File: src/rtl/core/sfd_pkg.sv
// Shared types and constants for the sensor frame deframer.
package sfd_pkg;

   localparam int RANGE_SENSORS = 8;
   localparam int FLAG_BYTES    = 2;
   localparam int STAGE_DEPTH   = 8;
   localparam int HDR_DEPTH     = 3;

   localparam logic [7:0] SYNC_FIRST  = 8'h55;
   localparam logic [7:0] SYNC_SECOND = 8'hAA;
   localparam logic [7:0] SUM_SEED    = 8'hFF;
   localparam logic [6:0] LEN_EXTRA   = 7'd4;

   localparam logic [7:0] CMD_RANGE   = 8'h30;
   localparam logic [7:0] CMD_HEADING = 8'h34;
   localparam logic [7:0] CMD_FLAGS   = 8'h36;
   localparam logic [7:0] CMD_NOP_21  = 8'h21;
   localparam logic [7:0] CMD_NOP_24  = 8'h24;
   localparam logic [7:0] CMD_NOP_25  = 8'h25;
   localparam logic [7:0] CMD_NOP_26  = 8'h26;
   localparam logic [7:0] CMD_NOP_2C  = 8'h2C;
   localparam logic [7:0] CMD_NOP_2D  = 8'h2D;
   localparam logic [7:0] CMD_NOP_2F  = 8'h2F;

   typedef enum logic [1:0] {
      RES_ACCEPTED = 2'd0,
      RES_CHECKSUM = 2'd1,
      RES_UNKNOWN  = 2'd2
   } frame_result_type;

   typedef struct packed {
      frame_result_type frame_result;
      logic [7:0]       node_address;
      logic [1:0]       link_status;
      logic [7:0]       command_code;
      logic [5:0]       payload_length;
      logic [63:0]      range_readings;
      logic [15:0]      heading_raw;
      logic [15:0]      obstacle_flags;
   } sfd_result_type;

   localparam int RESULT_BITS = 122;
   localparam int RSP_BITS    = 128;

endpackage

File: src/rtl/core/sfd_parser.sv
// Frame parser: sync hunt, header and payload capture, checksum and command decode.
module sfd_parser
   import sfd_pkg::*;
(
   input  logic           clock,
   input  logic           reset,
   input  logic           byte_valid,
   input  logic [7:0]     byte_data,
   input  logic           byte_take,
   output logic           frame_done,
   output sfd_result_type result
);

   logic [7:0] prev_ff, prev_in;
   logic       in_frame_ff, in_frame_in;
   logic [6:0] idx_ff, idx_in;
   logic [6:0] total_ff, total_in;
   logic [7:0] sum_ff, sum_in;
   logic [7:0] hdr_ff [HDR_DEPTH];
   logic [7:0] hdr_in [HDR_DEPTH];
   logic [7:0] stage_ff [STAGE_DEPTH];
   logic [7:0] stage_in [STAGE_DEPTH];
   logic [7:0] range_ff [RANGE_SENSORS];
   logic [7:0] range_in [RANGE_SENSORS];
   logic [15:0] heading_ff, heading_in;
   logic [15:0] flag_ff, flag_in;

   logic [7:0]  hdr_cur [HDR_DEPTH];
   logic [7:0]  stage_cur [STAGE_DEPTH];
   logic [6:0]  total_cur;
   logic [6:0]  idx_next;
   logic [6:0]  stage_off;
   logic        done;
   logic        sum_ok;
   logic [7:0]  cmd;
   frame_result_type res_code;
   logic [63:0] range_flat;

   always_comb begin
      stage_off = idx_ff - 7'd3;
      for (int i = 0; i < HDR_DEPTH; i++) begin
         hdr_cur[i] = hdr_ff[i];
      end
      if (idx_ff < 7'd3) begin
         hdr_cur[idx_ff[1:0]] = byte_data;
      end
      for (int i = 0; i < STAGE_DEPTH; i++) begin
         stage_cur[i] = stage_ff[i];
      end
      if (idx_ff >= 7'd3 && stage_off < 7'd8) begin
         stage_cur[stage_off[2:0]] = byte_data;
      end
      total_cur = (idx_ff == 7'd1) ? ({1'b0, byte_data[5:0]} + LEN_EXTRA) : total_ff;
      idx_next  = idx_ff + 7'd1;
      done      = in_frame_ff && (idx_next == total_cur);
      sum_ok    = (byte_data == sum_ff);
      cmd       = hdr_cur[2];
   end

   always_comb begin
      for (int i = 0; i < RANGE_SENSORS; i++) begin
         range_in[i] = range_ff[i];
      end
      heading_in = heading_ff;
      flag_in    = flag_ff;
      res_code   = RES_ACCEPTED;
      if (!sum_ok) begin
         res_code = RES_CHECKSUM;
      end else begin
         case (cmd)
            CMD_RANGE: begin
               for (int i = 0; i < RANGE_SENSORS; i++) begin
                  range_in[i] = stage_cur[i];
               end
            end
            CMD_HEADING: begin
               heading_in = {stage_cur[2], stage_cur[3]};
            end
            CMD_FLAGS: begin
               for (int i = 0; i < FLAG_BYTES; i++) begin
                  for (int k = 0; k < 8; k++) begin
                     flag_in[8 * i + 7 - k] = ~stage_cur[i][k];
                  end
               end
            end
            CMD_NOP_21, CMD_NOP_24, CMD_NOP_25, CMD_NOP_26,
            CMD_NOP_2C, CMD_NOP_2D, CMD_NOP_2F: begin
               res_code = RES_ACCEPTED;
            end
            default: begin
               res_code = RES_UNKNOWN;
            end
         endcase
      end
      range_flat = '0;
      for (int i = 0; i < RANGE_SENSORS; i++) begin
         range_flat[8 * i +: 8] = range_in[i];
      end
   end

   assign frame_done = byte_valid && done;

   always_comb begin
      result.frame_result   = res_code;
      result.node_address   = hdr_cur[0];
      result.link_status    = hdr_cur[1][7:6];
      result.command_code   = hdr_cur[2];
      result.payload_length = hdr_cur[1][5:0];
      result.range_readings = range_flat;
      result.heading_raw    = heading_in;
      result.obstacle_flags = flag_in;
   end

   always_comb begin
      prev_in     = prev_ff;
      in_frame_in = in_frame_ff;
      idx_in      = idx_ff;
      total_in    = total_ff;
      sum_in      = sum_ff;
      for (int i = 0; i < HDR_DEPTH; i++) begin
         hdr_in[i] = hdr_ff[i];
      end
      for (int i = 0; i < STAGE_DEPTH; i++) begin
         stage_in[i] = stage_ff[i];
      end
      if (!in_frame_ff) begin
         if (byte_data == SYNC_SECOND && prev_ff == SYNC_FIRST) begin
            in_frame_in = 1'b1;
            prev_in     = '0;
            idx_in      = '0;
            total_in    = '0;
            sum_in      = SUM_SEED;
            for (int i = 0; i < STAGE_DEPTH; i++) begin
               stage_in[i] = '0;
            end
         end else begin
            prev_in = byte_data;
         end
      end else begin
         prev_in = '0;
         for (int i = 0; i < HDR_DEPTH; i++) begin
            hdr_in[i] = hdr_cur[i];
         end
         if (done) begin
            in_frame_in = 1'b0;
            idx_in      = '0;
            total_in    = '0;
            sum_in      = SUM_SEED;
            for (int i = 0; i < STAGE_DEPTH; i++) begin
               stage_in[i] = '0;
            end
         end else begin
            idx_in   = idx_next;
            total_in = total_cur;
            sum_in   = sum_ff + byte_data;
            for (int i = 0; i < STAGE_DEPTH; i++) begin
               stage_in[i] = stage_cur[i];
            end
         end
      end
   end

   always_ff @(posedge clock) begin
      if (reset) begin
         prev_ff     <= '0;
         in_frame_ff <= 1'b0;
         idx_ff      <= '0;
         total_ff    <= '0;
         sum_ff      <= SUM_SEED;
         heading_ff  <= '0;
         flag_ff     <= '0;
         for (int i = 0; i < HDR_DEPTH; i++) begin
            hdr_ff[i] <= '0;
         end
         for (int i = 0; i < STAGE_DEPTH; i++) begin
            stage_ff[i] <= '0;
         end
         for (int i = 0; i < RANGE_SENSORS; i++) begin
            range_ff[i] <= '0;
         end
      end else if (byte_take) begin
         prev_ff     <= prev_in;
         in_frame_ff <= in_frame_in;
         idx_ff      <= idx_in;
         total_ff    <= total_in;
         sum_ff      <= sum_in;
         for (int i = 0; i < HDR_DEPTH; i++) begin
            hdr_ff[i] <= hdr_in[i];
         end
         for (int i = 0; i < STAGE_DEPTH; i++) begin
            stage_ff[i] <= stage_in[i];
         end
         if (done && sum_ok) begin
            heading_ff <= heading_in;
            flag_ff    <= flag_in;
            for (int i = 0; i < RANGE_SENSORS; i++) begin
               range_ff[i] <= range_in[i];
            end
         end
      end
   end

   a_idle_clean: assert property (@(posedge clock) disable iff (reset)
      !in_frame_ff |-> (idx_ff == 7'd0 && total_ff == 7'd0 && sum_ff == SUM_SEED))
      else $error("parser counters not cleared outside a frame");

   a_total_known: assert property (@(posedge clock) disable iff (reset)
      (in_frame_ff && idx_ff >= 7'd2) |-> (total_ff >= LEN_EXTRA && idx_ff < total_ff))
      else $error("frame length not captured after length byte");

   a_result_code: assert property (@(posedge clock) disable iff (reset)
      frame_done |-> (result.frame_result == RES_ACCEPTED ||
                      result.frame_result == RES_CHECKSUM ||
                      result.frame_result == RES_UNKNOWN))
      else $error("invalid frame result code");

endmodule

File: src/rtl/core/sfd_out_reg.sv
// Result register holding one finished frame report until the consumer takes it.
module sfd_out_reg
   import sfd_pkg::*;
(
   input  logic           clock,
   input  logic           reset,
   input  logic           load,
   input  sfd_result_type load_data,
   input  logic           take,
   output logic           full,
   output sfd_result_type data
);

   logic           valid_ff, valid_in;
   sfd_result_type data_ff;

   assign valid_in = load | (valid_ff & ~take);

   always_ff @(posedge clock) begin
      if (reset) begin
         valid_ff <= 1'b0;
      end else begin
         valid_ff <= valid_in;
      end
   end

   always_ff @(posedge clock) begin
      if (load) begin
         data_ff <= load_data;
      end
   end

   assign full = valid_ff;
   assign data = data_ff;

endmodule

File: src/rtl/core/sensor_frame_deframer_core.sv
// Top level of the sensor frame deframer: input register, parser and result register.
// A byte on req_ is registered in the input register, then parsed and judged there, so
// a new byte is taken every cycle unless a stall holds that register. A frame report is
// loaded into the result register when its checksum byte is parsed, then shown on rsp_;
// the only stall is a frame end meeting a full result register not drained by rsp_tready.
module sensor_frame_deframer_core
   import sfd_pkg::*;
(
   input  logic                clock,
   input  logic                reset,
   input  logic                req_tvalid,
   output logic                req_tready,
   input  logic [7:0]          req_tdata,  // rx_byte[7:0]
   output logic                rsp_tvalid,
   input  logic                rsp_tready,
   // frame_result[1:0], node_address[9:2], link_status[11:10], command_code[19:12],
   // payload_length[25:20], range_readings[89:26], heading_raw[105:90],
   // obstacle_flags[121:106], zeros[127:122]
   output logic [RSP_BITS-1:0] rsp_tdata
);

   logic           in_valid_ff, in_valid_in;
   logic [7:0]     in_byte_ff;
   logic           frame_done;
   logic           out_full;
   logic           out_room;
   logic           advance;
   sfd_result_type parsed;
   sfd_result_type held;

   assign out_room    = ~out_full | rsp_tready;
   assign advance     = in_valid_ff & (~frame_done | out_room);
   assign req_tready  = ~in_valid_ff | advance;
   assign in_valid_in = (req_tvalid & req_tready) | (in_valid_ff & ~advance);

   always_ff @(posedge clock) begin
      if (reset) begin
         in_valid_ff <= 1'b0;
      end else begin
         in_valid_ff <= in_valid_in;
      end
   end

   always_ff @(posedge clock) begin
      if (req_tvalid && req_tready) begin
         in_byte_ff <= req_tdata;
      end
   end

   sfd_parser u_parser (
      .clock      (clock),
      .reset      (reset),
      .byte_valid (in_valid_ff),
      .byte_data  (in_byte_ff),
      .byte_take  (advance),
      .frame_done (frame_done),
      .result     (parsed)
   );

   sfd_out_reg u_out (
      .clock     (clock),
      .reset     (reset),
      .load      (advance & frame_done),
      .load_data (parsed),
      .take      (rsp_tready),
      .full      (out_full),
      .data      (held)
   );

   assign rsp_tvalid = out_full;
   assign rsp_tdata  = {{(RSP_BITS - RESULT_BITS){1'b0}}, held.obstacle_flags,
                        held.heading_raw, held.range_readings, held.payload_length,
                        held.command_code, held.link_status, held.node_address,
                        held.frame_result};

   a_hold_on_stall: assert property (@(posedge clock) disable iff (reset)
      (in_valid_ff && frame_done && out_full && !rsp_tready)
      |=> (in_valid_ff && $stable(in_byte_ff)))
      else $error("pending frame end lost while result register was full");

   a_rsp_hold: assert property (@(posedge clock) disable iff (reset)
      (rsp_tvalid && !rsp_tready) |=> (rsp_tvalid && $stable(rsp_tdata)))
      else $error("frame report changed while waiting for the consumer");

   a_ready_when_empty: assert property (@(posedge clock) disable iff (reset)
      !in_valid_ff |-> req_tready)
      else $error("input refused while the input register was empty");

endmodule

File: config.mk
export PLATFORM = sky130hd
export DESIGN_NAME = sensor_frame_deframer_core
export DESIGN_NICKNAME = d
export VERILOG_FILES = /design/src/rtl/core/sfd_pkg.sv /design/src/rtl/core/sfd_parser.sv /design/src/rtl/core/sfd_out_reg.sv /design/src/rtl/core/sensor_frame_deframer_core.sv
export SDC_FILE = /design/constraint.sdc
export NUM_CORES = 1
export LEC_CHECK = 0
export ABC_AREA = 1
export BUFFER_PORTS_ARGS = -buffer_cell sky130_fd_sc_hd__buf_4
export CAP_MARGIN = 20
export CORE_UTILIZATION = 50
export CTS_BUF_LIST = sky130_fd_sc_hd__clkbuf_8
export DETAILED_ROUTE_END_ITERATION = 7
export PLACE_DENSITY = 0.69
export SYNTH_ARGS = -nofsm -noshare
export SYNTH_HDL_FRONTEND = slang
export SYNTH_SLANG_ARGS = --single-unit
File: constraint.sdc
create_clock -name clock -period 12.69 [get_ports clock]
set_input_delay 0.6345 -clock clock [delete_from_list [all_inputs] [get_ports clock]]
set_output_delay 0.6345 -clock clock [all_outputs]
set_load 0.02 [all_outputs]
==> results.yml <==
finish:
  layout-drive-gt1-share: 0.150
  antenna_cells: 0
  final_common_cell: "nand2_1"
  mostFrequentLayoutCells: "nand2_1 (661), edfxtp_1 (282), inv_1 (177)"
  stdcell_count: 2439
  area_growth_pct: 13.6
  final_nets: 1977
  final_area_mm2: 0.0188
clock_tree:
  clock-sinks: 347
  path_clk_slew_ps: 60
  post-cts-setup-buffers: 0
  cts_buffer_depth: 3
  post_cts_resized: 0
  ctsRootBufferMaster: "clkbuf_8"
  htree_levels: 2
  tritoncts: "yes"
  cts_buffers: 57
  clk_latency_ps: 600
  cts_hold_buf: 0
synthesis:
  synth_edf_count: 282
  yosysSeqAreaShare: 0.591
  yosys-top-cells-area: "edfxtp_1 (51%), nand2_1 (15%), dfxtp_1 (7.9%), o21ai_0 (4.1%), inv_1 (3.5%)"
  synth_area_mm2: 0.0165
  synth_seq_cells: 347
  synth_top_area_share: 0.512
  postSynthAreaPerCell_um2: 9.02
  synth.distinct_cells: 42
  syn_inst: 1832
  ys_warn_count: 0
  synth-main-ff-cell: "edfxtp_1"
  synth_area_leader_cell: "edfxtp_1"
  ys_async_sr_fraction: 0
sta:
  worstMarginPinSlew_ps: 1060
  skew_ps: 20.2
  min_period_ps: 4840
  maxSlewViolCount: 0
  whs_ps: 207
  max_slew_margin: 0.290
  final.setup.tns_ps: 0
  finalCritPeriodShare: 0.381
  hold_viol: 0
  rsz0062_at_grt: "no"
  maxClockFrequency_mhz: 207
  worst_slack_ps: 7850
  setup_viol_count_final: 0
global_route:
  grt_pass1_vias: 12163
  grt_max_degree: 95
  grt_antenna_before_repair: 0
  grt_pass1_wl_um: 64400
  grt_usage: 0.243
  grt_overflow_total: 0
critical_path:
  reg2reg_from: "in_byte_ff[3]"
  reg2reg_to: "u_parser.range_ff[0][21]"
  startpoint_type: "flip-flop"
  worstSetupStartpoint: "in_byte_ff[3]"
  end_kind: "flip-flop"
  reg2reg_slack_ps: 7850
  cp.required_ps: 13140
  cp-endpoint: "u_parser.range_ff[0][21]"
  cp_max_fo: 81
  r2r_cells: 8
  crit_type: "reg -> reg"
  crit_arrival_ps: 5290
placement:
  dp_hpwl_um: 25500
  placed_area_mm2: 0.0177
  pre_cts_ws_ps: 7840
  port_buffers: 135
  placedCellCount: 2333
  place_congestion: 0.874
floorplan:
  die_height_um: 184
  core.rowCount: 66
  die_x_um: 184
  coreArea_mm2: 0.0325
  start_util: 0.508
  pin_count: 142
  die_area_mm2: 0.0338
route:
  drcViolationCount: 0
  viasPerCell: 5.25
  wl_um: 40700
  vias: 12802
  wl_per_cell_um: 16.7
  drt-initial-drc-count: 1112
  drtPass1Iterations: 6
  antenna_left: 0
pwr:
  max-vdd-ir-drop_v: 0.0000662
  p_per_area_mw_per_mm2: 121
  leakage_nw: 7.98
run_status:
  status: "complete, no violations"
hold_path:
  holdCritPathClass: "in -> reg"
job:
  drv_cap: 0
[flip-flops by register name, indices dropped and copies added, names as in the netlist, 16 cells and up]
signal / cells
u_parser.heading_ff: 16
u_parser.hdr_ff: 24
u_parser.flag_ff: 16
u_parser.stage_ff: 64
u_out.data: 122
u_parser.range_ff: 64
[synthesized netlist by cell type (5+ instances only)]
cell	instances
a21oi_1	61
a21oi_2	30
buf_2	25
buf_4	8
buf_6	13
clkbuf_1	46
dfxtp_1	65
edfxtp_1	282
ha_1	13
inv_1	153
inv_2	9
nand2_1	663
nand2_2	13
nand3_1	92
nand4_1	24
nor2_1	122
nor2_2	6
o21ai_0	137
o21ai_1	5
o21ai_2	7
or2_1	16
xor2_1	8
[where the power goes]
group	switching, mW	internal, mW
Combinational	0.0673	0.0260
Sequential	0.0186	1.25
Clock	0.447	0.462
[through the flow]
step	total power, mW	utilization
6_report	2.27	0.577
5_1_grt	2.36	0.577
4_1_cts	2.29	0.577
3_5_place_dp	1.38	0.545
3_3_place_gp	1.38	0.545
2_1_floorplan	1.35	-
[metal layers]
metal,share of wire,vias up,GRT usage
met4,0.026,0,0.0797
met5,0,-,0
li1,-,6258,-
met2,0.47,395,0.396
met1,0.45,6079,0.336
met3,0.056,70,0.0329
[worst max-delay path, cell delays in order, from the launching register on]
cell,delay (ps)
edfxtp_1,800
ha_1,430
nor3_1,210
nand2_1,70
nor2_1,630
nand3_4,900
inv_2,1140
nand2_1,230
a21oi_2,200
[final cells by class]
cell class / instances / area (um2)
clock buffers: 61 / 840
clock inverters: 44 / 211
fillers: 2931 / 13800
inverters: 167 / 628
multi-input cells: 1229 / 5660
flip-flops and latches: 347 / 9770
well taps: 442 / 553
repair buffers: 149 / 1120
[kinds of logic (layout without fill, tap and decap cells)]
family	count (synthesis)	after routing	synth area share
AO/OA/AOI/OAI	245	245	0.0835
AND/OR/NAND/NOR	953	953	0.239
buffers and inverters	261	421	0.0690
XOR/XNOR	11	11	0.00583
other	1	6	0.000227
adder cells (fa/ha/maj)	14	14	0.0110
flip-flops	347	347	0.591
[worst min-delay path by stage]
stage                       startpoint                  to  slack [ps]  depth (start not counted)
floorplan           u_parser.sum_ff[0]  u_parser.sum_ff[0]         430                          2
global placement    u_parser.sum_ff[3]  u_parser.sum_ff[3]         440                          2
detailed placement  u_parser.sum_ff[4]  u_parser.sum_ff[4]         450                          2
CTS                       req_tdata[2]       in_byte_ff[2]         180                          1
global route              req_tdata[3]       in_byte_ff[3]         180                          1
finish                    req_tdata[3]       in_byte_ff[3]         210                          1
No activity file was read; power rests on OpenSTA's default activity.
